<file path="src/sv/stbs_pkg.sv">
`timescale 1ns / 1ps
// Package for the sorted table binary search unit: field widths, codes,
// and the command/status structs between controller and datapath. No dependencies.
package stbs_pkg;

  localparam int unsigned DEF_TABLE_DEPTH = 64;

  localparam int unsigned KEY_W    = 32;
  localparam int unsigned IDX_FW   = 6;   // entry_index / match_index field width
  localparam int unsigned CNT_FW   = 7;   // entry_count register width
  localparam int unsigned PROBE_W  = 3;

  localparam logic              MODE_WRITE  = 1'b0;
  localparam logic              MODE_SEARCH = 1'b1;
  localparam logic [CNT_FW-1:0] ENTRY_COUNT_RST = 7'd1;
  localparam logic [PROBE_W-1:0] PROBE_MAX = '1;

  // Controller -> datapath
  typedef struct packed {
    logic start;     // latch search key, open the bounds
    logic table_wr;  // store entry_key at entry_index
    logic probe;     // read entry at midpoint, count the probe
    logic step;      // compare read entry, narrow bounds or mark hit
    logic load_out;  // move the result into the output register
  } stbs_cmd_t;

  // Datapath -> controller
  typedef struct packed {
    logic open;      // low bound below exclusive high bound
    logic hit;       // read entry equals the search key
    logic out_free;  // output register can take a result this cycle
  } stbs_sts_t;

endpackage

</file>
<file path="src/sv/stbs_cfg_if.sv">
`timescale 1ns / 1ps
// Configuration write channel: entry_count write data with valid/ready.
// Depends on stbs_pkg.
interface stbs_cfg_if;
  logic                       valid;
  logic                       ready;
  logic [stbs_pkg::CNT_FW-1:0] data;

  modport source (output valid, output data, input ready);
  modport sink   (input valid, input data, output ready);
endinterface

</file>
<file path="src/sv/stbs_req_if.sv">
`timescale 1ns / 1ps
// Input item channel: write or search request with valid/ready.
// Depends on stbs_pkg.
interface stbs_req_if;
  logic                              valid;
  logic                              ready;
  logic                              mode;
  logic        [stbs_pkg::IDX_FW-1:0] entry_index;
  logic signed [stbs_pkg::KEY_W-1:0]  entry_key;
  logic signed [stbs_pkg::KEY_W-1:0]  search_key;

  modport source (output valid, output mode, output entry_index, output entry_key,
                  output search_key, input ready);
  modport sink   (input valid, input mode, input entry_index, input entry_key,
                  input search_key, output ready);
endinterface

</file>
<file path="src/sv/stbs_rsp_if.sv">
`timescale 1ns / 1ps
// Result channel: search outcome with valid/ready.
// Depends on stbs_pkg.
interface stbs_rsp_if;
  logic                               valid;
  logic                               ready;
  logic                               found;
  logic [stbs_pkg::IDX_FW-1:0]        match_index;
  logic [stbs_pkg::PROBE_W-1:0]       probe_count;

  modport source (output valid, output found, output match_index, output probe_count,
                  input ready);
  modport sink   (input valid, input found, input match_index, input probe_count,
                  output ready);
endinterface

</file>
<file path="src/sv/stbs_ctrl.sv">
`timescale 1ns / 1ps
// Search sequencer for the sorted table binary search unit.
// Depends on stbs_pkg (command/status structs, mode codes).
module stbs_ctrl (
  input  logic                clk_i,
  input  logic                rst_ni,
  input  logic                in_valid_i,
  input  logic                in_mode_i,
  output logic                in_ready_o,
  input  stbs_pkg::stbs_sts_t sts_i,
  output stbs_pkg::stbs_cmd_t cmd_o
);
  import stbs_pkg::*;

  localparam logic [1:0] S_IDLE  = 2'd0;
  localparam logic [1:0] S_PROBE = 2'd1;
  localparam logic [1:0] S_CMP   = 2'd2;
  localparam logic [1:0] S_FIN   = 2'd3;

  logic [1:0] state_q, state_d;
  logic       accept;

  assign in_ready_o = (state_q == S_IDLE);
  assign accept     = in_valid_i && in_ready_o;

  always_comb begin
    state_d = state_q;
    cmd_o   = '0;
    case (state_q)
      S_IDLE: begin
        if (accept && in_mode_i == MODE_SEARCH) begin
          cmd_o.start = 1'b1;
          state_d     = S_PROBE;
        end else if (accept) begin
          cmd_o.table_wr = 1'b1;
        end
      end
      S_PROBE: begin
        if (sts_i.open) begin
          cmd_o.probe = 1'b1;
          state_d     = S_CMP;
        end else begin
          state_d = S_FIN;
        end
      end
      S_CMP: begin
        cmd_o.step = 1'b1;
        state_d    = sts_i.hit ? S_FIN : S_PROBE;
      end
      S_FIN: begin
        if (sts_i.out_free) begin
          cmd_o.load_out = 1'b1;
          state_d        = S_IDLE;
        end
      end
      default: state_d = S_IDLE;
    endcase
  end

  always_ff @(posedge clk_i or negedge rst_ni) begin
    if (!rst_ni) begin
      state_q <= S_IDLE;
    end else begin
      state_q <= state_d;
    end
  end

endmodule

</file>
<file path="src/sv/stbs_dp.sv">
`timescale 1ns / 1ps
// Datapath: key table memory, search bounds, probe counter, config register
// and result register. Depends on stbs_pkg and the channel interfaces.
module stbs_dp #(
  parameter int unsigned TABLE_DEPTH = stbs_pkg::DEF_TABLE_DEPTH
) (
  input  logic                                 clk_i,
  input  logic                                 rst_ni,
  stbs_cfg_if.sink                             cfg_i,
  input  logic [stbs_pkg::IDX_FW-1:0]          entry_index_i,
  input  logic signed [stbs_pkg::KEY_W-1:0]    entry_key_i,
  input  logic signed [stbs_pkg::KEY_W-1:0]    search_key_i,
  stbs_rsp_if.source                           rsp_o,
  input  stbs_pkg::stbs_cmd_t                  cmd_i,
  output stbs_pkg::stbs_sts_t                  sts_o
);
  import stbs_pkg::*;

  localparam int unsigned IDX_W = (TABLE_DEPTH > 1) ? $clog2(TABLE_DEPTH) : 1;
  localparam int unsigned BND_W = IDX_W + 1;
  localparam int unsigned CMP_W = (BND_W > CNT_FW) ? BND_W : CNT_FW;

  logic signed [KEY_W-1:0] mem [TABLE_DEPTH];
  logic signed [KEY_W-1:0] rdata_q;

  logic [CNT_FW-1:0]       entry_count_q;
  logic signed [KEY_W-1:0] key_q;
  logic [BND_W-1:0]        lo_q, hp_q;   // search range is [lo, hp)
  logic [IDX_W-1:0]        mid_q;
  logic [PROBE_W-1:0]      probes_q;
  logic                    hit_q;

  logic                    out_valid_q;
  logic                    out_found_q;
  logic [IDX_FW-1:0]       out_index_q;
  logic [PROBE_W-1:0]      out_probes_q;

  logic [CMP_W-1:0]        count_ext;
  logic [CMP_W-1:0]        n_clamped;
  logic [BND_W:0]          mid_sum;
  logic [IDX_W-1:0]        mid;
  logic                    wr_in_range;

  // Active entries, saturated to the table depth
  assign count_ext = CMP_W'(entry_count_q);
  assign n_clamped = (count_ext > CMP_W'(TABLE_DEPTH)) ? CMP_W'(TABLE_DEPTH) : count_ext;

  // floor((lo + hi) / 2) with hi = hp - 1; lo < hp keeps it non-negative
  assign mid_sum = {1'b0, lo_q} + {1'b0, hp_q} - (BND_W+1)'(1);
  assign mid     = mid_sum[IDX_W:1];

  assign wr_in_range = CMP_W'(entry_index_i) < CMP_W'(TABLE_DEPTH);

  assign sts_o.open     = lo_q < hp_q;
  assign sts_o.hit      = rdata_q == key_q;
  assign sts_o.out_free = !out_valid_q || rsp_o.ready;

  assign cfg_i.ready = 1'b1;

  always_ff @(posedge clk_i or negedge rst_ni) begin
    if (!rst_ni) begin
      entry_count_q <= ENTRY_COUNT_RST;
    end else if (cfg_i.valid && cfg_i.ready) begin
      entry_count_q <= cfg_i.data;
    end
  end

  // Table memory: one write port, one registered read port
  always_ff @(posedge clk_i) begin
    if (cmd_i.table_wr && wr_in_range) begin
      mem[IDX_W'(entry_index_i)] <= entry_key_i;
    end
    if (cmd_i.probe) begin
      rdata_q <= mem[mid];
    end
  end

  always_ff @(posedge clk_i or negedge rst_ni) begin
    if (!rst_ni) begin
      lo_q     <= '0;
      hp_q     <= '0;
      probes_q <= '0;
      hit_q    <= 1'b0;
    end else begin
      if (cmd_i.start) begin
        lo_q     <= '0;
        hp_q     <= BND_W'(n_clamped);
        probes_q <= '0;
        hit_q    <= 1'b0;
      end
      if (cmd_i.probe && probes_q != PROBE_MAX) begin
        probes_q <= probes_q + PROBE_W'(1);
      end
      if (cmd_i.step) begin
        if (rdata_q == key_q) begin
          hit_q <= 1'b1;
        end else if (rdata_q < key_q) begin
          lo_q <= BND_W'(mid_q) + BND_W'(1);
        end else begin
          hp_q <= BND_W'(mid_q);
        end
      end
    end
  end

  always_ff @(posedge clk_i) begin
    if (cmd_i.start) begin
      key_q <= search_key_i;
    end
    if (cmd_i.probe) begin
      mid_q <= mid;
    end
  end

  // Result register
  always_ff @(posedge clk_i or negedge rst_ni) begin
    if (!rst_ni) begin
      out_valid_q <= 1'b0;
    end else if (cmd_i.load_out) begin
      out_valid_q <= 1'b1;
    end else if (rsp_o.ready) begin
      out_valid_q <= 1'b0;
    end
  end

  always_ff @(posedge clk_i) begin
    if (cmd_i.load_out) begin
      out_found_q  <= hit_q;
      out_index_q  <= hit_q ? IDX_FW'(mid_q) : '0;
      out_probes_q <= probes_q;
    end
  end

  assign rsp_o.valid       = out_valid_q;
  assign rsp_o.found       = out_found_q;
  assign rsp_o.match_index = out_index_q;
  assign rsp_o.probe_count = out_probes_q;

  // A probe is only issued on a non-empty range
  a_probe_open: assert property (@(posedge clk_i) disable iff (!rst_ni)
    cmd_i.probe |-> lo_q < hp_q)
    else $error("probe issued with empty search range");

  // Bounds never cross past each other
  a_bounds_order: assert property (@(posedge clk_i) disable iff (!rst_ni)
    lo_q <= hp_q)
    else $error("search bounds crossed");

  // A pending result is never overwritten
  a_no_overwrite: assert property (@(posedge clk_i) disable iff (!rst_ni)
    cmd_i.load_out |-> (!out_valid_q || rsp_o.ready))
    else $error("result register overwritten while stalled");

  // A compare step always follows a probe read
  a_step_after_probe: assert property (@(posedge clk_i) disable iff (!rst_ni)
    cmd_i.step |-> $past(cmd_i.probe))
    else $error("compare without a preceding table read");

endmodule

</file>
<file path="src/sv/sorted_table_binary_search_unit.sv">
`timescale 1ns / 1ps
// Sorted table binary search unit.
// Usage:
//  - req_i carries items. mode write stores entry_key at entry_index (no result;
//    indexes at or above TABLE_DEPTH are dropped). mode search looks up
//    search_key by binary search over entries 0 .. entry_count-1.
//  - rsp_o returns one result per search: found, match_index (0 on a miss) and
//    probe_count (saturates at 7).
//  - cfg_i writes entry_count; always ready; write it only while idle. Counts
//    above TABLE_DEPTH saturate; zero gives a miss with no probes.
// Timing: after a write transfer the next item may follow at once.
//  A search runs probe by probe (registered table read, then compare and bound
//  update), P probes in all, with P <= 7 for a 64-entry table. req_i.ready
//  stays low until the result is loaded, so a search holds the input.
// Stalls: a finished result waits in the output register. Writes and the next
//  search still run; that search holds in its last step until rsp_o.ready frees
//  the register, and req_i.ready stays low meanwhile.
// Reset: rst_ni clears control and sets entry_count to 1. Table contents are
//  undefined until written; search only written entries. Needs stbs_pkg,
//  the channel interfaces, stbs_ctrl and stbs_dp.
module sorted_table_binary_search_unit #(
  parameter int unsigned TABLE_DEPTH = stbs_pkg::DEF_TABLE_DEPTH
) (
  input  logic        clk_i,
  input  logic        rst_ni,
  stbs_cfg_if.sink    cfg_i,
  stbs_req_if.sink    req_i,
  stbs_rsp_if.source  rsp_o
);
  import stbs_pkg::*;

  stbs_cmd_t cmd;
  stbs_sts_t sts;
  logic      in_ready;

  assign req_i.ready = in_ready;

  // Sequencer: accepts items, steps the search one probe at a time
  stbs_ctrl u_ctrl (
    .clk_i      (clk_i),
    .rst_ni     (rst_ni),
    .in_valid_i (req_i.valid),
    .in_mode_i  (req_i.mode),
    .in_ready_o (in_ready),
    .sts_i      (sts),
    .cmd_o      (cmd)
  );

  // Table, bounds, counter and result register
  stbs_dp #(
    .TABLE_DEPTH (TABLE_DEPTH)
  ) u_dp (
    .clk_i         (clk_i),
    .rst_ni        (rst_ni),
    .cfg_i         (cfg_i),
    .entry_index_i (req_i.entry_index),
    .entry_key_i   (req_i.entry_key),
    .search_key_i  (req_i.search_key),
    .rsp_o         (rsp_o),
    .cmd_i         (cmd),
    .sts_o         (sts)
  );

endmodule
</file>
<file path="src/flat_wrapper.sv">
// flat-port wrapper written by rule: the top's interface ports become plain ports
module sorted_table_binary_search_unit_flat import stbs_pkg::*;
#(
  parameter int unsigned TABLE_DEPTH = stbs_pkg::DEF_TABLE_DEPTH
)
  (clk_i, rst_ni, cfg_i_valid, cfg_i_data, cfg_i_ready, req_i_valid, req_i_mode, req_i_entry_index, req_i_entry_key, req_i_search_key, req_i_ready, rsp_o_valid, rsp_o_found, rsp_o_match_index, rsp_o_probe_count, rsp_o_ready);
  stbs_cfg_if cfg_i_i ();
  stbs_req_if req_i_i ();
  stbs_rsp_if rsp_o_i ();
  input  logic clk_i;
  input  logic rst_ni;
  input wire logic [$bits(cfg_i_i.valid)-1:0] cfg_i_valid;
  input wire logic [$bits(cfg_i_i.data)-1:0] cfg_i_data;
  output wire logic [$bits(cfg_i_i.ready)-1:0] cfg_i_ready;
  input wire logic [$bits(req_i_i.valid)-1:0] req_i_valid;
  input wire logic [$bits(req_i_i.mode)-1:0] req_i_mode;
  input wire logic [$bits(req_i_i.entry_index)-1:0] req_i_entry_index;
  input wire logic [$bits(req_i_i.entry_key)-1:0] req_i_entry_key;
  input wire logic [$bits(req_i_i.search_key)-1:0] req_i_search_key;
  output wire logic [$bits(req_i_i.ready)-1:0] req_i_ready;
  output wire logic [$bits(rsp_o_i.valid)-1:0] rsp_o_valid;
  output wire logic [$bits(rsp_o_i.found)-1:0] rsp_o_found;
  output wire logic [$bits(rsp_o_i.match_index)-1:0] rsp_o_match_index;
  output wire logic [$bits(rsp_o_i.probe_count)-1:0] rsp_o_probe_count;
  input wire logic [$bits(rsp_o_i.ready)-1:0] rsp_o_ready;
  assign cfg_i_i.valid = cfg_i_valid;
  assign cfg_i_i.data = cfg_i_data;
  assign cfg_i_ready = cfg_i_i.ready;
  assign req_i_i.valid = req_i_valid;
  assign req_i_i.mode = req_i_mode;
  assign req_i_i.entry_index = req_i_entry_index;
  assign req_i_i.entry_key = req_i_entry_key;
  assign req_i_i.search_key = req_i_search_key;
  assign req_i_ready = req_i_i.ready;
  assign rsp_o_valid = rsp_o_i.valid;
  assign rsp_o_found = rsp_o_i.found;
  assign rsp_o_match_index = rsp_o_i.match_index;
  assign rsp_o_probe_count = rsp_o_i.probe_count;
  assign rsp_o_i.ready = rsp_o_ready;
  sorted_table_binary_search_unit #(.TABLE_DEPTH(TABLE_DEPTH)) u_core (.clk_i(clk_i), .rst_ni(rst_ni), .cfg_i(cfg_i_i), .req_i(req_i_i), .rsp_o(rsp_o_i));
endmodule
</file>
<file path="config.mk">
export PLATFORM = sky130hd
export DESIGN_NAME = sorted_table_binary_search_unit_flat
export DESIGN_NICKNAME = d
export VERILOG_FILES = /design/src/sv/stbs_pkg.sv /design/src/sv/stbs_cfg_if.sv /design/src/sv/stbs_req_if.sv /design/src/sv/stbs_rsp_if.sv /design/src/sv/stbs_ctrl.sv /design/src/sv/stbs_dp.sv /design/src/sv/sorted_table_binary_search_unit.sv /design/src/flat_wrapper.sv
export SDC_FILE = /design/constraint.sdc
export NUM_CORES = 2
export LEC_CHECK = 0
export BUFFER_PORTS_ARGS = -buffer_cell sky130_fd_sc_hd__buf_2
export CAP_MARGIN = 5
export CORE_ASPECT_RATIO = 0.6
export CORE_MARGIN = 5
export CORE_UTILIZATION = 35
export CTS_CLUSTER_SIZE = 25
export DETAILED_ROUTE_END_ITERATION = 12
export PLACE_DENSITY = 0.63
export SLEW_MARGIN = 0
export SYNTH_ARGS = -nofsm -noshare
export SYNTH_HDL_FRONTEND = slang
export SYNTH_SLANG_ARGS = --single-unit
export TNS_END_PERCENT = 30
</file>
<file path="constraint.sdc">
create_clock -name clk_i -period 3.9 [get_ports clk_i]
set_clock_uncertainty 0.15 [all_clocks]
set_input_delay 0.195 -clock clk_i [delete_from_list [all_inputs] [get_ports clk_i]]
set_output_delay 0.195 -clock clk_i [all_outputs]
set_load 0.02 [all_outputs]
</file>
* Word-level counts from Yosys, hierarchy flattened
Memories as Yosys holds them, arrays and structs flattened. A register that Yosys moved wholly into a read port is not among the register bits.
Cells that the tools add are included.
** Cells by class
- Add/sub/neg operators :: 4
- Order comparisons :: 3
- Equality and inequality tests :: 7
- Mux-type cells :: 32
- Reductions and logical operators :: 9
** Operators by type and width (count)
- two-way mux 7 bit :: 9
- == test 32 bit :: 1
- < comparator 32 bit :: 1
- two-way mux 1 bit :: 16
- two-way mux 2 bit :: 4
- case mux 2 bit (4 select lines) :: 1
- adder 6 x 1 -> 7 bit (second input constant) :: 1
- adder 7 bit :: 1
- greater-than comparator 7 bit (second input constant) :: 1
- < comparator 7 bit :: 1
- subtractor 7 x 1 -> 7 bit (second input constant) :: 1
- two-way mux 3 bit :: 2
- == test 2 bit (second input constant) :: 2
- != test 2 x 1 -> 1 bit (second input constant) :: 2
- nonzero test 2 bit :: 2
- adder 3 x 1 -> 3 bit (second input constant) :: 1
- logical AND 1 bit :: 3
- != test 3 bit (second input constant) :: 1
- == test 2 x 1 -> 1 bit (second input constant) :: 1
- zero test 2 bit :: 1
- AND reduction 2 bit :: 1
- zero test 1 bit :: 1
- logical OR 1 bit :: 1
** Word-level totals
- Flip-flop bits (word level) :: 76
- Memory bits (writable) :: 2048
- Bits of input ports :: 83
- Output and inout port bits :: 13
- Logic and storage cells :: 68
- Memories :: 1
** Memory list
- u_core.u_dp.mem :: words 64, width 32, read ports 1, clocked after Yosys merged registers in 1, write ports 1, RTL line stbs_dp.sv:23 : logic signed [KEY_W-1:0] mem [TABLE_DEPTH];

* Logic depth before layout (Yosys ltp)
- Word-level depth :: 9
- Gate-level depth with buffers :: 13

* Modules after synthesis
A second synthesis with hierarchy kept.
** Second synthesis, totals
- Cells, all modules :: 3425
- Area total of the unflattened synthesis :: 82749.4 um^2
** By module, submodules not included
- stbs_dp :: instances 1, cells each 3410, area an instance 82595.5 um^2, seq. area each 64553.2 um^2
- stbs_ctrl :: instances 1, cells each 15, area an instance 153.9 um^2, seq. area each 50.0 um^2

* Worst setup path after synthesis
No wires, ideal clock.
- Kind :: reg-to-reg
- Start point :: reg u_core.u_dp.lo_q[1]
- End point :: reg u_core.u_dp.rdata_q[0], read port of u_core.u_dp.mem, data pin
- Library setup time :: 266 ps
- Arrival :: 3414 ps
- Data required time :: 3484 ps
- Setup slack :: 70 ps
- Stages on the path, launching flop included :: 14
- Buffers on the path :: 4
- Period minus slack after synthesis :: 3830 ps
- Path through :: dfrtp_1 > inv_1 > ha_1 > inv_1 > ha_1 > fa_1 > clkbuf_1 > buf_2 > buf_2 > buf_1 > mux4_2 > mux4_2 > a31oi_1 > o21ai_1
** RTL lines
- from (decl) :: RTL line stbs_dp.sv:28 : logic [BND_W-1:0] lo_q, hp_q;
- from (signal assigned) :: RTL line stbs_dp.sv:98 : lo_q <= BND_W'(mid_q) + BND_W'(1);
- adder 7 bit :: RTL line stbs_dp.sv:49 : assign mid_sum = {1'b0, lo_q} + {1'b0, hp_q} - (BND_W+1)'(1);
- subtractor 7 x 1 -> 7 bit :: RTL line stbs_dp.sv:49
- via u_core.u_dp.mid_sum[2] :: RTL line stbs_dp.sv:40 : logic [BND_W:0] mid_sum;
- to (decl) :: RTL line stbs_dp.sv:24 : logic signed [KEY_W-1:0] rdata_q;
The timed path passes the listed nets, and every way through them passes these cells.
A chain may end at the register's enable or synchronous reset.

* Final worst setup path
- Start point :: reg u_core.u_dp.hp_q[2]
- End point :: reg u_core.u_dp.rdata_q[6], read port of u_core.u_dp.mem, data pin
** RTL lines
- from (decl) :: RTL line stbs_dp.sv:28
- from (signal assigned) :: RTL line stbs_dp.sv:87 : hp_q <= BND_W'(n_clamped);
- from (signal assigned) :: RTL line stbs_dp.sv:100 : hp_q <= BND_W'(mid_q);
- adder 7 bit :: RTL line stbs_dp.sv:49
- subtractor 7 x 1 -> 7 bit :: RTL line stbs_dp.sv:49
- via u_core.u_dp.mid_sum[2] :: RTL line stbs_dp.sv:40
The timed path passes the listed nets, and every way through them passes these cells.

==> results by group <==
Floorplanning
  – Overall die height: 387.3 um
  – Core Footprint: 235,900 um2
  – # IOs: 96
  – Width of the die: 638.9 um
  – Rows: 138
  – Die area: 247,400 um2
  – Starting Density: 0.3521

Logic synthesis
  – Area share of the largest cell type after synthesis: 0.7695
  – Synth Instances: 3,456
  – Most used DFF post-synth: edfxtp_1
  – Post-synthesis sequential area ratio: 0.7779
  – Area contributors post-synth: edfxtp_1 (77%), mux4_2 (17%), dfrtp_1 (0.81%), ha_1 (0.77%), mux2i_1 (0.57%)
  – Syn_nets: 3,591
  – Syn avg cell area: 24.03 um2
  – FF+latch count, synth: 2,156
  – Synth warnings: 0
  – Number of flops mapped to enable cells by yosys: 2,128
  – Netlist cell types: 49
  – Asr flop ratio synth: 0.01299
  – Mapped Area: 83,050 um2
  – Leading area contributor after synthesis: edfxtp_1

Clock network
  – H-Tree Depth: 4
  – CTS max path bufs: 4
  – TritonCTS Sinks: 2,156
  – CTS tree: done
  – Root Driver: clkbuf_16
  – Inserted Clock Buffers: 184
  – CTS clk-pin slew, worst paths: 70 ps
  – Clock insertion delay at the later pin of the skew report: 840 ps

GRT
  – Global-route wire length before repair: 306,100 um
  – Routing usage on met3: 0.04639
  – M2 GR Usage: 0.2414
  – M1 GR Usage: 0.2707
  – Total track usage: 0.1723
  – Pin count of the biggest net entering global routing: 65
  – Vias in the first global route: 39,590
  – Initial antenna violation count: 20
  – GRT busiest layer: met1
  – GRT Residual Overflow: 0

Timing
  – FMAX: 0.2518 GHz
  – RSZ-0062 raised after global routing: yes
  – Period utilization: 1.018
  – Tmin final: 3971 ps
  – Final hold vios: 0
  – Worst Max-Slew Pin Slew: 1263 ps
  – # setup viols final: 24
  – Rel. slew slack: 0.1578
  – Final WS setup: -70.68 ps
  – Final Max Tran Viols: 0

Critical path
  – Crit end category: register
  – Worst R2R Path Depth: 13
  – Cell Chain, Critical Path: inv_1 -> ha_1 -> inv_2 -> fa_4 -> buf_12 -> buf_12 -> buf_12 -> buf_8 -> mux4_2 -> mux4_2 -> and3_4 -> a31oi_4 -> o21ai_1
  – CP Class: register to register
  – CP required: 4320 ps
  – CP most frequent cell: buf_12
  – Critical path's slowest cell: fa_4
  – Crit Path Max Fanout: 4
  – Slowest Stage Delay on Critical Path: 860 ps
  – Crit start category: register
  – WP data arrival: 4390 ps

Routing
  – Via count: 40,220
  – Vias per cell: 5.516
  – WL final: 217,800 um
  – Drt wl/cell: 29.88 um
  – 1st-iter DRT viols: 5,478
  – Drt pass-1 iters: 5
  – Post-route ant nets: 0
  – DR DRC count: 0

Status
  – Failing checks: setup timing
  – Outcome: complete, but fails checks

Layout
  – Sequential cell area: 64,600 um2
  – Design area: 98,720 um2
  – Layout net count: 4,131
  – Filler Cells Inserted: 20,170
  – Most frequent cells in the layout: edfxtp_1 (2,128), mux4_2 (640), clkbuf_16 (191), buf_4 (184), buf_12 (109)
  – Commonest non-fill, non-tap cell in the layout: edfxtp_1
  – Area grow syn2layout: 18.87%
  – Share of cells above drive strength 1: 0.3506
  – Multi-input logic area: 18,180 um2

Min path
  – Hold crit path type: input port to register
  – Hold Path Depth: 1

Placed design
  – DP HPWL: 128,000 um
  – Post-DP Area: 90,510 um2
  – Final Wtd Congestion: 0.8100
  – IO Port Bufs: 94

Flow run
  – Max-Cap Viols: 0
-- per-stage QoR --
| step | cells | setup slack (ps) | utilization | TNS (ps) | hold slack (ps) |
|---|---|---|---|---|---|
| 6_report | 7291 | -70.68 | 0.4186 | -815.4 | 23.09 |
| 5_1_grt | 7288 | -178.4 | 0.4185 | -3852 | 57.64 |
| 4_1_cts | 7279 | -130.9 | 0.4175 | -2003 | 1.483 |
| 3_5_place_dp | 6811 | -389.8 | 0.3837 | -4519 | 120.9 |
| 3_3_place_gp | 6811 | -448.9 | 0.3837 | -5551 | 99.43 |
| 2_1_floorplan | 3456 | 69.75 | - | 0 | -250.6 |
-- state kept, by name, summed over array words and instances, names as in the netlist --
name / cells
u_core.u_dp.rsp_o.probe_count: 3
u_core.u_dp.key_q: 32
u_core.u_dp.mem: 2048
u_core.u_dp.rsp_o.match_index: 6
u_core.u_dp.hp_q: 7
u_core.u_dp.mid_q: 6
u_core.u_dp.probes_q: 3
u_core.u_dp.rsp_o.found: 1
u_core.u_dp.lo_q: 7
u_core.u_dp.rsp_o.valid: 1
u_core.u_dp.rdata_q: 32
u_core.u_dp.count_ext: 7
u_core.u_ctrl.state_q: 2
u_core.u_dp.hit_q: 1
-- timing repair --
item,4_1_cts,5_1_grt
hold buffers,107,0
setup buffers,26,5
hold endpoints to repair,491,0
cloned,11,5
endpoints found under the setup margin,32,32
pin swaps,11,6
resized for setup,86,31
-- area by class of cell --
| class | instances | share of cell area |
|---|---|---|
| Sequential cell | 2156 | 0.6544 |
| Multi-Input combinational cell | 1063 | 0.1842 |
| Timing Repair Buffer | 527 | 0.05924 |
| Clock buffer | 232 | 0.04940 |
| Tap cell | 3150 | 0.03992 |
| Clock inverter | 94 | 0.01024 |
| Inverter | 64 | 0.002459 |
| Antenna cell | 5 | 0.0001267 |
-- synth_stat cells (8+ instances only) --
cell         n
mux2i_1     47
buf_4        9
clkbuf_1    89
xnor2_1      8
edfxtp_1  2128
nor3b_1      8
nand2_1     33
and3_1      33
buf_2       48
nor2_1      73
a21oi_1     26
o21ai_1     32
dfrtp_1     27
nand3_1     12
a31oi_1     32
inv_1       64
buf_6       13
buf_1       14
ha_1        51
mux4_2     640
-- routing by layer --
layer | vias up | wire, um
met1 | 21880 | 96970
met4 | 0 | 3624
met2 | 2175 | 93050
li1 | 15920 | -
met5 | - | 0
met3 | 242 | 24190
-- worst max-delay path, delay by kind of cell, from the launching register on --
kind | cells | cell delay, ps
AOI/OAI and AO/OA | 2 | 250
buffers and inverters | 6 | 660
and+or+nand+nor | 1 | 250
adders and majority gates | 2 | 1170
muxes | 2 | 850
DFF | 1 | 390
-- logic make-up (layout without fill, tap and decap cells) --
family	Yosys count	count (layout)	synth area share
flops	2156	2156	0.7779
mux	697	697	0.1809
buf+inv	237	917	0.01302
simple gates	192	192	0.01144
compound gates	112	112	0.007849
fa+ha+maj	52	52	0.007925
xor+xnor	9	9	0.0009492
other cells	1	6	0.00004516
-- worst paths after layout --
check / to / startpoint / slack [ps]
worst max-delay path: u_core.u_dp.rdata_q[6]$_DFFE_PP_ / u_core.u_dp.hp_q[2]$_DFF_PN0_ / -70
max in group asynchronous: u_core.u_dp.hp_q[4]$_DFF_PN0_ / rst_ni / 3100
worst min-delay path: u_core.u_dp.mem[46][7]$_DFFE_PP_ / req_i_entry_key[7] / 20
worst min register to register: u_core.u_dp.rsp_o.probe_count[2]$_DFFE_PP_ / u_core.u_dp.probes_q[2]$_DFFE_PN0P_ / 350
min in group asynchronous: u_core.u_dp.count_ext[0]$_DFFE_PN1P_ / rst_ni / 310
worst max register to register: u_core.u_dp.rdata_q[6]$_DFFE_PP_ / u_core.u_dp.hp_q[2]$_DFF_PN0_ / -70
Power is left out: the tool's default activity adds up to more than one toggle a clock period on the data nets, which glitch-free logic cannot reach.
